--- src/hw/rtl/etc_pkg.sv ---
package etc_pkg;

    localparam logic [2:0] CAT_LIT  = 3'd0;
    localparam logic [2:0] CAT_VAR  = 3'd1;
    localparam logic [2:0] CAT_UN   = 3'd2;
    localparam logic [2:0] CAT_BIN  = 3'd3;
    localparam logic [2:0] CAT_LB   = 3'd4;
    localparam logic [2:0] CAT_RB   = 3'd5;
    localparam logic [2:0] CAT_NONE = 3'd7;

    localparam logic [2:0] OP_ADD = 3'd0;
    localparam logic [2:0] OP_SUB = 3'd1;
    localparam logic [2:0] OP_MUL = 3'd2;
    localparam logic [2:0] OP_DIV = 3'd3;
    localparam logic [2:0] OP_POW = 3'd4;

    localparam logic [2:0] PREC_NONE = 3'd0;
    localparam logic [2:0] PREC_ADD  = 3'd1;
    localparam logic [2:0] PREC_MUL  = 3'd2;
    localparam logic [2:0] PREC_POW  = 3'd3;
    localparam logic [2:0] PREC_UN   = 3'd4;
    localparam logic [2:0] PREC_RB   = 3'd5;

    localparam logic [7:0] MAX_DEPTH = 8'd255;
    localparam logic [3:0] MAX_FRAC  = 4'd9;
    localparam int         DATA_W    = 56;

    typedef enum logic [3:0] {
        CL_OTHER = 4'd0,
        CL_DIGIT = 4'd1,
        CL_DOT   = 4'd2,
        CL_SPACE = 4'd3,
        CL_LB    = 4'd4,
        CL_RB    = 4'd5,
        CL_PLUS  = 4'd6,
        CL_MINUS = 4'd7,
        CL_STAR  = 4'd8,
        CL_SLASH = 4'd9,
        CL_CARET = 4'd10,
        CL_X     = 4'd11
    } cls_t;

    typedef struct packed {
        logic [7:0] code;
        cls_t       cls;
        logic       last;
    } qent_t;

    typedef struct packed {
        logic        is_verdict;
        logic [2:0]  category;
        logic [2:0]  op_code;
        logic [2:0]  precedence;
        logic [31:0] mantissa;
        logic [3:0]  frac_digits;
        logic        negative;
        logic        is_pi;
        logic        valid_res;
        logic        has_variable;
    } res_t;

    function automatic cls_t char_class(input logic [7:0] c);
        cls_t r;
        r = CL_OTHER;
        if (c >= 8'h30 && c <= 8'h39) r = CL_DIGIT;
        else if (c == 8'h2e) r = CL_DOT;
        else if (c == 8'h20) r = CL_SPACE;
        else if (c == 8'h28) r = CL_LB;
        else if (c == 8'h29) r = CL_RB;
        else if (c == 8'h2b) r = CL_PLUS;
        else if (c == 8'h2d) r = CL_MINUS;
        else if (c == 8'h2a) r = CL_STAR;
        else if (c == 8'h2f) r = CL_SLASH;
        else if (c == 8'h5e) r = CL_CARET;
        else if (c == 8'h78) r = CL_X;
        return r;
    endfunction

    function automatic logic no_star(input cls_t c);
        return c == CL_DIGIT || c == CL_DOT || c == CL_RB || c == CL_MINUS ||
               c == CL_PLUS || c == CL_STAR || c == CL_SLASH || c == CL_CARET;
    endfunction

endpackage

--- src/hw/rtl/etc_back.sv ---
module etc_back (
    input  logic                         clk,
    input  logic                         rst_n,
    input  logic                         q_valid,
    input  etc_pkg::qent_t               q_data,
    output logic                         q_pop,
    output logic                         m_axis_tvalid,
    input  logic                         m_axis_tready,
    output logic [etc_pkg::DATA_W-1:0]   m_axis_tdata,
    output logic                         m_axis_tuser,
    output logic                         m_axis_tlast
);

    typedef enum logic [3:0] {
        PH_MAIN    = 4'b0001,
        PH_NUMSTAR = 4'b0010,
        PH_SW      = 4'b0100,
        PH_SECOND  = 4'b1000
    } ph_t;

    logic [7:0]      win_code_reg [4];
    etc_pkg::cls_t   win_cls_reg  [4];
    logic [2:0]      fill_reg;
    logic            drain_reg;
    ph_t             ph_reg;
    logic [2:0]      prev_reg;
    logic [7:0]      depth_reg;
    logic [31:0]     num_val_reg;
    logic [3:0]      num_frac_reg;
    logic            act_reg, pt_reg, stop_reg, neg_reg;
    logic            err_reg, var_reg;
    logic            held_v_reg, held_fin_reg;
    etc_pkg::res_t   held_reg;
    logic            out_v_reg, out_last_reg;
    etc_pkg::res_t   out_reg;

    logic [7:0]      win_code_next [4];
    etc_pkg::cls_t   win_cls_next  [4];
    logic [2:0]      fill_next;
    logic            drain_next;
    ph_t             ph_next;
    logic [2:0]      prev_next;
    logic [7:0]      depth_next;
    logic [31:0]     num_val_next;
    logic [3:0]      num_frac_next;
    logic            act_next, pt_next, stop_next, neg_next;
    logic            err_next, var_next;

    logic            gen, end_step, cons, do_sw, do_num, clr_all;
    logic [2:0]      cons_k;
    etc_pkg::res_t   tok;
    logic            active, fin_mode, eng_ok, out_free, push, load;
    logic [2:0]      fill_after;
    logic [7:0]      c0, c1, c2, c3;
    etc_pkg::cls_t   cc, nc;
    logic            n_ok;
    logic [7:0]      fmatch;
    logic [35:0]     prod;
    logic            p_operand;

    assign c0 = win_code_reg[0];
    assign c1 = win_code_reg[1];
    assign c2 = win_code_reg[2];
    assign c3 = win_code_reg[3];
    assign cc = win_cls_reg[0];
    assign nc = win_cls_reg[1];
    assign n_ok = fill_reg >= 3'd2;

    assign fmatch[0] = fill_reg >= 3'd3 && c0 == "c" && c1 == "o" && c2 == "s";
    assign fmatch[1] = fill_reg >= 3'd3 && c0 == "s" && c1 == "i" && c2 == "n";
    assign fmatch[2] = fill_reg >= 3'd3 && c0 == "t" && c1 == "a" && c2 == "n";
    assign fmatch[3] = fill_reg >= 3'd3 && c0 == "l" && c1 == "o" && c2 == "g";
    assign fmatch[4] = fill_reg == 3'd4 && c0 == "s" && c1 == "q" && c2 == "r" && c3 == "t";
    assign fmatch[5] = fill_reg == 3'd4 && c0 == "a" && c1 == "c" && c2 == "o" && c3 == "s";
    assign fmatch[6] = fill_reg == 3'd4 && c0 == "a" && c1 == "s" && c2 == "i" && c3 == "n";
    assign fmatch[7] = fill_reg == 3'd4 && c0 == "a" && c1 == "t" && c2 == "a" && c3 == "n";

    assign active   = ph_reg != PH_MAIN || fill_reg == 3'd4 || (drain_reg && fill_reg != 3'd0);
    assign fin_mode = ph_reg == PH_MAIN && drain_reg && fill_reg == 3'd0;
    assign out_free = !out_v_reg || m_axis_tready;
    assign eng_ok   = !(held_v_reg && (gen || end_step)) || out_free;
    assign push     = held_v_reg && (held_fin_reg || gen || end_step) && out_free;
    assign p_operand = prev_reg == etc_pkg::CAT_LIT || prev_reg == etc_pkg::CAT_VAR ||
                       prev_reg == etc_pkg::CAT_RB;

    always_comb
    begin
        gen = 1'b0;
        end_step = 1'b0;
        cons = 1'b0;
        cons_k = 3'd1;
        do_sw = 1'b0;
        do_num = 1'b0;
        clr_all = 1'b0;
        tok = '0;
        ph_next = ph_reg;
        prev_next = prev_reg;
        depth_next = depth_reg;
        num_val_next = num_val_reg;
        num_frac_next = num_frac_reg;
        act_next = act_reg;
        pt_next = pt_reg;
        stop_next = stop_reg;
        neg_next = neg_reg;
        err_next = err_reg;
        var_next = var_reg;
        drain_next = drain_reg;
        prod = '0;

        if (fin_mode)
        begin
            gen = 1'b1;
            if (act_reg)
            begin
                tok.category = etc_pkg::CAT_LIT;
                tok.mantissa = num_val_reg;
                tok.frac_digits = num_frac_reg;
                tok.negative = neg_reg;
                {num_val_next, num_frac_next} = '0;
                {act_next, pt_next, stop_next, neg_next} = '0;
            end
            else
            begin
                tok.is_verdict = 1'b1;
                tok.valid_res = !err_reg && prev_reg != etc_pkg::CAT_NONE &&
                                prev_reg != etc_pkg::CAT_BIN &&
                                prev_reg != etc_pkg::CAT_UN && depth_reg == 8'd0;
                tok.has_variable = var_reg;
                end_step = 1'b1;
                clr_all = 1'b1;
            end
        end
        else if (active)
        begin
            unique case (ph_reg)
                PH_MAIN:
                begin
                    if (act_reg && (cc == etc_pkg::CL_DIGIT || cc == etc_pkg::CL_DOT))
                    begin
                        do_num = 1'b1;
                        cons = 1'b1;
                        end_step = !drain_reg;
                    end
                    else if (act_reg)
                    begin
                        gen = 1'b1;
                        tok.category = etc_pkg::CAT_LIT;
                        tok.mantissa = num_val_reg;
                        tok.frac_digits = num_frac_reg;
                        tok.negative = neg_reg;
                        {num_val_next, num_frac_next} = '0;
                        {act_next, pt_next, stop_next, neg_next} = '0;
                        ph_next = PH_NUMSTAR;
                    end
                    else
                        do_sw = 1'b1;
                end
                PH_NUMSTAR:
                begin
                    if (!etc_pkg::no_star(cc))
                    begin
                        gen = 1'b1;
                        tok.category = etc_pkg::CAT_BIN;
                        tok.op_code = etc_pkg::OP_MUL;
                        tok.precedence = etc_pkg::PREC_MUL;
                        ph_next = PH_SW;
                    end
                    else
                        do_sw = 1'b1;
                end
                PH_SW:
                    do_sw = 1'b1;
                PH_SECOND:
                begin
                    gen = 1'b1;
                    tok.category = etc_pkg::CAT_BIN;
                    tok.op_code = etc_pkg::OP_MUL;
                    tok.precedence = etc_pkg::PREC_MUL;
                    ph_next = PH_MAIN;
                    cons = 1'b1;
                    end_step = !drain_reg;
                end
                default: ph_next = PH_MAIN;
            endcase
        end

        if (do_sw)
        begin
            ph_next = PH_MAIN;
            cons = 1'b1;
            end_step = !drain_reg;
            unique case (cc)
                etc_pkg::CL_SPACE: ;
                etc_pkg::CL_LB:
                begin
                    gen = 1'b1;
                    tok.category = etc_pkg::CAT_LB;
                end
                etc_pkg::CL_PLUS:
                begin
                    gen = 1'b1;
                    tok.category = etc_pkg::CAT_BIN;
                    tok.op_code = etc_pkg::OP_ADD;
                    tok.precedence = etc_pkg::PREC_ADD;
                end
                etc_pkg::CL_STAR:
                begin
                    gen = 1'b1;
                    tok.category = etc_pkg::CAT_BIN;
                    tok.op_code = etc_pkg::OP_MUL;
                    tok.precedence = etc_pkg::PREC_MUL;
                end
                etc_pkg::CL_SLASH:
                begin
                    gen = 1'b1;
                    tok.category = etc_pkg::CAT_BIN;
                    tok.op_code = etc_pkg::OP_DIV;
                    tok.precedence = etc_pkg::PREC_MUL;
                end
                etc_pkg::CL_CARET:
                begin
                    gen = 1'b1;
                    tok.category = etc_pkg::CAT_BIN;
                    tok.op_code = etc_pkg::OP_POW;
                    tok.precedence = etc_pkg::PREC_POW;
                end
                etc_pkg::CL_RB, etc_pkg::CL_X:
                begin
                    gen = 1'b1;
                    if (cc == etc_pkg::CL_RB)
                    begin
                        tok.category = etc_pkg::CAT_RB;
                        tok.precedence = etc_pkg::PREC_RB;
                    end
                    else
                    begin
                        tok.category = etc_pkg::CAT_VAR;
                        var_next = 1'b1;
                    end
                    if (n_ok && !etc_pkg::no_star(nc))
                    begin
                        ph_next = PH_SECOND;
                        cons = 1'b0;
                        end_step = 1'b0;
                    end
                end
                etc_pkg::CL_MINUS:
                begin
                    if (p_operand)
                    begin
                        gen = 1'b1;
                        tok.category = etc_pkg::CAT_BIN;
                        tok.op_code = etc_pkg::OP_SUB;
                        tok.precedence = etc_pkg::PREC_ADD;
                    end
                    else if (prev_reg == etc_pkg::CAT_LB || ((prev_reg == etc_pkg::CAT_BIN ||
                             prev_reg == etc_pkg::CAT_NONE) && n_ok))
                    begin
                        if (prev_reg != etc_pkg::CAT_LB &&
                            (nc == etc_pkg::CL_DIGIT || nc == etc_pkg::CL_DOT))
                        begin
                            act_next = 1'b1;
                            neg_next = 1'b1;
                        end
                        else
                        begin
                            gen = 1'b1;
                            tok.category = etc_pkg::CAT_LIT;
                            tok.mantissa = 32'd1;
                            tok.negative = 1'b1;
                            ph_next = PH_SECOND;
                            cons = 1'b0;
                            end_step = 1'b0;
                        end
                    end
                end
                default:
                begin
                    if (fmatch != 8'd0)
                    begin
                        gen = 1'b1;
                        tok.category = etc_pkg::CAT_UN;
                        tok.precedence = etc_pkg::PREC_UN;
                        for (int i = 7; i >= 0; i--)
                        begin
                            if (fmatch[i])
                                tok.op_code = 3'(i);
                        end
                        cons_k = (fmatch[3:0] != 4'd0) ? 3'd3 : 3'd4;
                    end
                    else if (n_ok && ((c0 == "p" && c1 == "i") ||
                             (c0 == "P" && (c1 == "I" || c1 == "i"))))
                    begin
                        gen = 1'b1;
                        tok.category = etc_pkg::CAT_LIT;
                        tok.is_pi = 1'b1;
                        cons_k = 3'd2;
                    end
                    else if (cc == etc_pkg::CL_DIGIT || cc == etc_pkg::CL_DOT)
                    begin
                        act_next = 1'b1;
                        do_num = 1'b1;
                    end
                    else
                        err_next = 1'b1;
                end
            endcase
        end

        if (do_num)
        begin
            if (cc == etc_pkg::CL_DOT)
            begin
                if (pt_reg)
                    stop_next = 1'b1;
                else
                    pt_next = 1'b1;
            end
            else if (!stop_reg && !(pt_reg && num_frac_reg >= etc_pkg::MAX_FRAC))
            begin
                if (pt_reg)
                    num_frac_next = num_frac_reg + 4'd1;
                prod = ({4'd0, num_val_reg} << 3) + ({4'd0, num_val_reg} << 1) +
                       {32'd0, c0[3:0]};
                num_val_next = (prod[35:32] != 4'd0) ? '1 : prod[31:0];
            end
        end

        if (gen && !tok.is_verdict)
        begin
            if ((prev_reg == etc_pkg::CAT_UN && tok.category != etc_pkg::CAT_LB) ||
                (tok.category == etc_pkg::CAT_BIN && (prev_reg == etc_pkg::CAT_NONE ||
                 prev_reg == etc_pkg::CAT_BIN || prev_reg == etc_pkg::CAT_LB)) ||
                (prev_reg == etc_pkg::CAT_BIN && tok.category == etc_pkg::CAT_RB) ||
                (p_operand && (tok.category == etc_pkg::CAT_LIT ||
                 tok.category == etc_pkg::CAT_VAR)) ||
                (prev_reg == etc_pkg::CAT_LB && tok.category == etc_pkg::CAT_RB))
                err_next = 1'b1;
            if (tok.category == etc_pkg::CAT_LB)
            begin
                if (depth_reg >= etc_pkg::MAX_DEPTH)
                    err_next = 1'b1;
                else
                    depth_next = depth_reg + 8'd1;
            end
            if (tok.category == etc_pkg::CAT_RB)
            begin
                if (depth_reg != 8'd0)
                    depth_next = depth_reg - 8'd1;
                else
                    err_next = 1'b1;
            end
            prev_next = tok.category;
        end

        for (int i = 0; i < 4; i++)
        begin
            win_code_next[i] = win_code_reg[i];
            win_cls_next[i] = win_cls_reg[i];
        end
        fill_after = fill_reg;
        if (cons)
        begin
            fill_after = fill_reg - ((cons_k > fill_reg) ? fill_reg : cons_k);
            for (int i = 0; i < 4; i++)
            begin
                if (i + int'(cons_k) < 4)
                begin
                    win_code_next[i] = win_code_reg[2'(i + int'(cons_k))];
                    win_cls_next[i] = win_cls_reg[2'(i + int'(cons_k))];
                end
                else
                begin
                    win_code_next[i] = 8'd0;
                    win_cls_next[i] = etc_pkg::CL_OTHER;
                end
            end
        end

        load = !drain_reg && q_valid && eng_ok && (!active || cons) && fill_after <= 3'd3;
        fill_next = fill_after;
        if (load)
        begin
            win_code_next[fill_after[1:0]] = q_data.code;
            win_cls_next[fill_after[1:0]] = q_data.cls;
            fill_next = fill_after + 3'd1;
            drain_next = q_data.last;
        end

        if (clr_all)
        begin
            for (int i = 0; i < 4; i++)
            begin
                win_code_next[i] = 8'd0;
                win_cls_next[i] = etc_pkg::CL_OTHER;
            end
            fill_next = 3'd0;
            drain_next = 1'b0;
            prev_next = etc_pkg::CAT_NONE;
            depth_next = 8'd0;
            {num_val_next, num_frac_next} = '0;
            {act_next, pt_next, stop_next, neg_next} = '0;
            err_next = 1'b0;
            var_next = 1'b0;
        end
    end

    assign q_pop = load;

    always_ff @(posedge clk or negedge rst_n)
    begin
        if (!rst_n)
        begin
            for (int i = 0; i < 4; i++)
            begin
                win_code_reg[i] <= 8'd0;
                win_cls_reg[i] <= etc_pkg::CL_OTHER;
            end
            fill_reg <= 3'd0;
            drain_reg <= 1'b0;
            ph_reg <= PH_MAIN;
            prev_reg <= etc_pkg::CAT_NONE;
            depth_reg <= 8'd0;
            num_val_reg <= 32'd0;
            num_frac_reg <= 4'd0;
            {act_reg, pt_reg, stop_reg, neg_reg} <= 4'd0;
            err_reg <= 1'b0;
            var_reg <= 1'b0;
            held_v_reg <= 1'b0;
            held_fin_reg <= 1'b0;
            out_v_reg <= 1'b0;
        end
        else
        begin
            if (eng_ok)
            begin
                for (int i = 0; i < 4; i++)
                begin
                    win_code_reg[i] <= win_code_next[i];
                    win_cls_reg[i] <= win_cls_next[i];
                end
                fill_reg <= fill_next;
                drain_reg <= drain_next;
                ph_reg <= ph_next;
                prev_reg <= prev_next;
                depth_reg <= depth_next;
                num_val_reg <= num_val_next;
                num_frac_reg <= num_frac_next;
                {act_reg, pt_reg, stop_reg, neg_reg} <=
                    {act_next, pt_next, stop_next, neg_next};
                err_reg <= err_next;
                var_reg <= var_next;
            end
            if (eng_ok && gen)
            begin
                held_v_reg <= 1'b1;
                held_fin_reg <= end_step;
            end
            else if (push)
                held_v_reg <= 1'b0;
            if (push)
                out_v_reg <= 1'b1;
            else if (m_axis_tready)
                out_v_reg <= 1'b0;
        end
    end

    always_ff @(posedge clk)
    begin
        if (eng_ok && gen)
            held_reg <= tok;
        if (push)
        begin
            out_reg <= held_reg;
            out_last_reg <= held_fin_reg || (end_step && !gen);
        end
    end

    assign m_axis_tvalid = out_v_reg;
    assign m_axis_tuser  = out_reg.is_verdict;
    assign m_axis_tlast  = out_last_reg;
    assign m_axis_tdata  = {7'd0, out_reg.has_variable, out_reg.valid_res, out_reg.is_pi,
                            out_reg.negative, out_reg.frac_digits, out_reg.mantissa,
                            out_reg.precedence, out_reg.op_code, out_reg.category};

endmodule

--- config.mk ---
export PLATFORM = sky130hd
export DESIGN_NAME = etc_back
export DESIGN_NICKNAME = d
export VERILOG_FILES = /design/src/hw/rtl/etc_pkg.sv /design/src/hw/rtl/etc_back.sv
export SDC_FILE = /design/constraint.sdc
export NUM_CORES = 1
export LEC_CHECK = 0
export ABC_CLOCK_PERIOD_IN_PS = 6800
export BUFFER_PORTS_ARGS = -buffer_cell sky130_fd_sc_hd__clkbuf_2
export CAP_MARGIN = 20
export CORE_MARGIN = 1.5
export CORE_UTILIZATION = 36
export CTS_BUF_LIST = sky130_fd_sc_hd__clkbuf_4 sky130_fd_sc_hd__clkbuf_8
export CTS_CLUSTER_DIAMETER = 60
export CTS_CLUSTER_SIZE = 40
export DETAILED_ROUTE_END_ITERATION = 10
export GPL_TIMING_DRIVEN = 0
export MAX_ROUTING_LAYER = met4
export PLACE_DENSITY = 0.55
export SETUP_SLACK_MARGIN = 0.5
export SYNTH_ARGS = -nofsm -noshare
export SYNTH_HDL_FRONTEND = slang
export SYNTH_SLANG_ARGS = --single-unit
--- constraint.sdc ---
create_clock -name clk -period 6.8 [get_ports clk]
set_input_delay 0.68 -clock clk [delete_from_list [all_inputs] [get_ports clk]]
set_output_delay 0.68 -clock clk [all_outputs]
set_load 0.1 [all_outputs]
# Word level (Yosys, flattened, before mapping)
# Cells that the tools add are included.
[classes] n_mux=251 n_reduce_logical=133 magnitude_cmp=16 bitwise=7 add_sub_neg=10 eq_ne=71
[op_table] op="$mux 32" count=17
[op_table] op="$eq 8x7->1 const B" count=25
[op_table] op="$mux 8" count=20
[op_table] op="$mux 37" count=4
[op_table] op="$mux 4" count=33
[op_table] op="$mux 1" count=111
[op_table] op="$lt 32x4->1 const B" count=3
[op_table] op="$mux 3" count=26
[op_table] op="$bmux 8 s2" count=4
[op_table] op="$logic_and 1x1->1" count=58
[op_table] op="$mux 16" count=3
[op_table] op="$mux 46" count=1
[op_table] op="$mux 41" count=1
[op_table] op="$add 35x33->36" count=1
[op_table] op="$add 36x4->36" count=1
[op_table] op="$pmux 3 s6" count=2
[op_table] op="$logic_or 1x1->1" count=35
[op_table] op="$bmux 4 s2" count=4
[op_table] op="$bwmux 32" count=1
[op_table] op="$eq 4x3->1 const B" count=8
[op_table] op="$eq 4x4->1 const B" count=8
[op_table] op="$mux 9" count=3
[op_table] op="$eq 3x3->1 const B" count=6
[op_table] op="$mux 6" count=3
[op_table] op="54 further kinds" count=110
[totals] regBits=213 in_bits=17 output_inout_bits=60

# Logic depth before layout (Yosys ltp)
[depth] ltp_word=39 depth_mapped=29 depth_no_buf=25

# Worst setup path after synthesis
# No wires, ideal clock.
[synth_timing] kind="flip-flop to output port" from="register ph_reg[3]" to="output port q_pop" arrival_time_ns=5.859 stages_incl_launch_ff=24 setup_slack_ns=0.261 path_cell_list="dfrtp_1 -> or4b_1 -> or4_4 -> a211oi_4 -> nand2_1 -> nor2_1 -> clkbuf_1 -> ha_1 -> nor2b_1 -> o21ai_0 -> a32oi_1 -> nor2_1 -> a21oi_1 -> ha_1 -> fa_1 -> nand2_1 -> o21ai_0 -> inv_1 -> ha_1 -> ha_1 -> o21bai_1 -> a311o_1 -> nand4_4 -> nor2_2"
[synth_between] elab_chain_len=17 word_cells_on_any_way=45 cone_classes="add/sub: 1; order compare: 2; eq/ne: 5; mux: 24; reduce/logical: 13"
[synth_lines] item="start: declaration" line_no="etc_back.sv:25" rtl="ph_t ph_reg;"
[synth_lines] item="start signal: assignment" line_no="etc_back.sv:444" rtl="ph_reg <= ph_next;"
[synth_lines] item="branches (longest 16 deep; another with $gt 3x3->1)"
[synth_lines] item="$logic_and 1x1->1 *" line_no="etc_back.sv:380" rtl="load = !drain_reg && q_valid && eng_ok && (!active || cons) && fill_after <= 3'd3;"
[synth_lines] item="end: declaration" line_no="etc_back.sv:6" rtl="output logic q_pop,"
# Mark *: on every way between the ends.

# Worst setup path after layout
[layout_timing] from="register win_code_reg, in the netlist c0[7]" to="register win_code_reg, in the netlist c2[2]"
[layout_between] elab_chain_len=21 word_cells_on_any_way=77 cone_classes="add/sub: 2; order compare: 5; eq/ne: 7; mux: 21; bitwise: 2; reduce/logical: 40"
[layout_lines] item="start: declaration" line_no="etc_back.sv:21" rtl="logic [7:0] win_code_reg [4];"
[layout_lines] item="start signal: indexed assignment" line_no="etc_back.sv:439" rtl="win_code_reg[i] <= win_code_next[i];"
[layout_lines] item="$eq 8x7->1 (on tied branches)"
[layout_lines] item="$logic_and 1x1->1 (tied with other cells) (3 in a row)" line_no="etc_back.sv:69" rtl="assign fmatch[0] = fill_reg >= 3'd3 && c0 == \"c\" && c1 == \"o\" && c2 == \"s\";"
[layout_lines] item="$reduce_bool 4->1 (tied with other cells)" line_no="etc_back.sv:289" rtl="cons_k = (fmatch[3:0] != 4'd0) ? 3'd3 : 3'd4;"
[layout_lines] item="$mux 3 / $reduce_bool 8->1 (equally long branches)" line_no="etc_back.sv:289, etc_back.sv:279"
[layout_lines] item="$mux 3" line_no="etc_back.sv:279" rtl="if (fmatch != 8'd0)"
[layout_lines] item="$mux 3" line_no="etc_back.sv:192" rtl="unique case (cc)"
[layout_lines] item="$mux 3" line_no="etc_back.sv:187" rtl="if (do_sw)"
[layout_lines] item="$gt 3x3->1" line_no="etc_back.sv:364" rtl="fill_after = fill_reg - ((cons_k > fill_reg) ? fill_reg : cons_k);"
[layout_lines] item="[... 3 more ...]"
[layout_lines] item="$not 2->3 (implied by the code)" line_no="etc_back.sv:384" rtl="win_code_next[fill_after[1:0]] = q_data.code;"
[layout_lines] item="$ge 3x3->1 (implied by the code) / $lt 3x1->1 (equally long branches)" line_no="etc_back.sv:384"
[layout_lines] item="$logic_and 1x1->1 (implied by the code)" line_no="etc_back.sv:384"
[layout_lines] item="$mux 8 (implied by the code)" line_no="etc_back.sv:384"
[layout_lines] item="$demux 8 s2" line_no="etc_back.sv:384"
[layout_lines] item="$bwmux 32" line_no="etc_back.sv:384"
[layout_lines] item="$mux 32" line_no="etc_back.sv:382" rtl="if (load)"
[layout_lines] item="$mux 32" line_no="etc_back.sv:390" rtl="if (clr_all)"
# Parallel ways exist; a longest one is shown, timed or not. The select of a mux whose other input is x is not followed.
# A chain may end at the register's enable or synchronous reset.

==> results.md <==
* Outcome: completed
* Worst slack after detailed placement at -908 ps
* Source of the worst register-to-register timing path: c0[7]
* Global-route wire length before repair at 75,100 µm
* Number of nets in the finished design at 1,750
* Critical path data arrival time at ~7000 ps
* Cell type of the slowest stage on the worst timing path: or4b_4
* Initial Utilization at ~37%
* Element type at the critical path end: flip-flop
* First-pass detailed-route iteration total at 6
* Transition time at the pin with the least slew margin at 1090 ps
* Commonest cells post-synth: nand2_1, o21ai_0, dfrtp_1, edfxtp_1, ha_1
* Top cell type's share of synthesized area at between 20% and 30%
* Clk sinks at approximately 210
* DRT iter0 DRCs at around 1.2k
* Routed WL at approximately 48,000 µm
* Number of cell rows at 72
* Number of flip-flops under the largest register name at 50
* Fraction of met3 tracks used by global routing at 3.07%
* Start point of the critical path: c0[7]
* Number of antenna violations at the first check in global routing at 0
* Sequential fraction of the synthesis area at 40.8%
* Switch share at 27.8%
* Core area at between 30,000 and 40,000 µm²
* DIE WIDTH at 202 µm
* Maximum operating frequency at 153 MHz
* Post-Syn Area per Cell at roughly 9.5 µm²
* Clock share of power at between 40% and 50%
* Sequential power share at a little over half
* Total clock buffers created by CTS at 25
* Warnings, synthesis at 0
* Leakage Power at ~6.7 nW
* Root Buffer: clkbuf_8
* Total global routing track utilization at 24.2%
* Leading cell types by total area after synthesis: edfxtp_1, dfrtp_1, ha_1
* Remaining global-route overflow at 0
* Area added between synthesis and finish at 18.2%
* Number of pins exceeding their max-slew limit in the final report at 0
* Full die area at roughly 41,000 µm²
* Hold Violations, Final at 0
* Cell internal pwr at 1.78 mW
* Remaining max-slew budget at the tightest pin at 26.9%
* Die Ht at 202 µm
* Hold-critical path endpoint: drain_reg
* Async S/R FF share, synth at roughly 53%
* Endpoint required time on the critical path at 7280 ps
* Smallest hold slack at 306 ps
* Primary flip-flop cell chosen by synthesis mapping: dfrtp_1
* Critical path launch point type: flip-flop
* Number of instances in the synthesized netlist at 1,501
* Post-synth EDFFs at 101
* Detailed-route via count at 12.8k
* Critical Path Fanout Max at 5
* Synthesized area at approximately 14,000 µm²
* Minimum clock period at roughly 6600 ps
* Worst clock skew on the final layout at 54.9 ps
* Proportion of layout cells with a drive suffix above 1 at 19.2%
* Maximum number of pins on one net before global-route repair at 67
* Avg Vias per Cell at slightly below 6
* Via count of the first global-routing pass at 12.5k
* Total I/O pin count at 77
* Port Buffers at 69
* VDD IR max at 0.000200 V
* Total area of multi-input combinational cells at between 8000 and 9000 µm²
* Number of inserted filler cells in the final layout at 3,815
* Number of buffers on the longest clock path at 3
* Final weighted congestion of routability-driven global placement at 0.946
* Worst stage delay on the critical path at 580 ps
* Post-detail-place hpwl at about 35,000 µm
* Flop2flop setup slack at 240 ps
* Clock tree from TritonCTS: yes
* Total of flip-flops plus latches after synthesis at roughly 210
* DRC Markers at 0
* Logic depth of the worst register-to-register path at 38
* Part of the power in combinational logic at 1.9%
* Net Switching at 0.689 mW
* Unrepaired setup endpoints after global routing: true
* Total of endpoints with negative setup slack in the final report at 0
* Clock input transition at the sequential cells of the worst setup and hold paths at 110 ps
* Maximum level of the CTS H-tree at 1
* Least setup slack across all paths after layout at roughly 240 ps
* Met2 track utilization from global routing at roughly 36%
* Total power divided by cell area at 146 nW/µm²
* Cell variety after synth at 94
* Per-cell routed wire length at 22.0 µm
* Final cycle utilization of the critical path at roughly 96%
* Summed negative setup slack over all endpoints at 0 ps
* Max-cap violations at 0
* Synth area leader: edfxtp_1
* Worst Hold Launch: q_data[0]
* Min-delay worst type: input port to flip-flop
* Met1 Usage GRT at 34.0%
* Cell depth of the worst hold path at 3
* Sequential cell area in the final layout at 5850 µm²
* End of the worst register-to-register path: c2[2]
* Clock latency reported for the late side of the worst-skew pair at 640 ps
* Most frequent cell after synthesis: nand2_1
* Path type of the worst setup path: flip-flop to flip-flop
* Remaining antenna violation count after routing at 0
* Dominant cell type by count on the critical path: buf_6
* Most utilized layer in the global route result: met2
==> logic make-up after synthesis <==
logic type / Yosys count / share of synthesized area (%)
DFF: 213 / 40.8
adders and majority gates: 83 / 7.41
and+or+nand+nor: 516 / 19.4
AOI/OAI and AO/OA: 484 / 23.4
other: 1 / 0.0262
xor gates and xnor gates: 31 / 1.90
buffers and inverters: 146 / 4.45
muxes: 27 / 2.69
==> power by group through the flow <==
stage	combinational [mW]	sequential [mW]	clock (mW)
floorplan	0.0206	1.37	0
global placement	0.0450	1.37	0
detailed placement	0.0475	1.37	0
CTS	0.0482	1.34	1.12
global route	0.0511	1.34	1.17
finish	0.0473	1.34	1.09
==> area by class of cell <==
class,count,area share [%]
timing repair buffer,116,5.09
multi-input combinational,1148,48.7
tap,518,3.83
clock inverter,19,1.63
inverter,30,0.665
buffer,116,3.46
clock buffer,27,2.12
sequential,213,34.5
antenna,1,0.0148
==> stage by stage <==
step	utilization [%]	area, µm²	std cells	power, mW
2_1_floorplan	-	14400	1507	1.39
3_3_place_gp	39.4	15300	2094	1.41
3_5_place_dp	39.6	15400	2097	1.41
4_1_cts	43.3	16800	2185	2.51
5_1_grt	43.5	16900	2187	2.56
6_report	43.5	16900	2188	2.47
==> how the worst max path moves through the flow <==
stage and to:
3_5_place_dp cc[2], 3_3_place_gp q_pop, 5_1_grt c2[3], 4_1_cts q_pop, 6_report c2[2], 2_1_floorplan q_pop
==> cells in the final DEF (no fill, tap or decap), types with 15 or more instances in the layout <==
cell type | netlist | layout
a211o_1 | 18 | 18
a211oi_1 | 19 | 18
a21o_1 | 21 | 21
a21oi_1 | 68 | 68
a221o_1 | 15 | 15
a22oi_1 | 46 | 46
a31oi_1 | 17 | 17
and2_1 | 51 | 50
and3_1 | 15 | 15
buf_2 | 25 | 22
buf_4 | 15 | 36
buf_6 | 0 | 25
clkbuf_1 | 72 | 59
clkbuf_2 | 1 | 79
clkbuf_8 | 0 | 26
dfrtp_1 | 108 | 104
edfxtp_1 | 101 | 101
ha_1 | 80 | 74
inv_1 | 30 | 27
nand2_1 | 153 | 152
nand2b_1 | 16 | 16
nand3_1 | 34 | 34
nor2_1 | 70 | 69
nor2b_1 | 21 | 19
nor3_1 | 44 | 43
o21ai_0 | 119 | 115
o21ai_1 | 14 | 16
o311ai_0 | 24 | 21
o31ai_1 | 18 | 18
xnor2_1 | 21 | 21
==> critical path: cells and delay by family (launching register included) <==
family                   cells  cell delay, ps
AO/OA/AOI/OAI                6             880
adder cells (fa/ha/maj)      4            1030
buffers and inverters       19            2030
flip-flops                   1             410
AND/OR/NAND/NOR              9            1970
==> repair_timing <==
item	CTS	global route
resized for setup	100	30
pin swaps	23	11
endpoints found under the hold margin	39	0
cloned	2	0
buffers inserted	39	1
endpoints found under the setup margin	53	39
hold buffers	1	0
==> layer usage <==
layer | vias up | share of wire [%]
met1 | 6245 | 47
met2 | 481 | 44
met4 | 0 | 2.5
met3 | 90 | 6.7
met5 | - | 0
li1 | 6019 | -
Power figures use the tool's default switching activity.
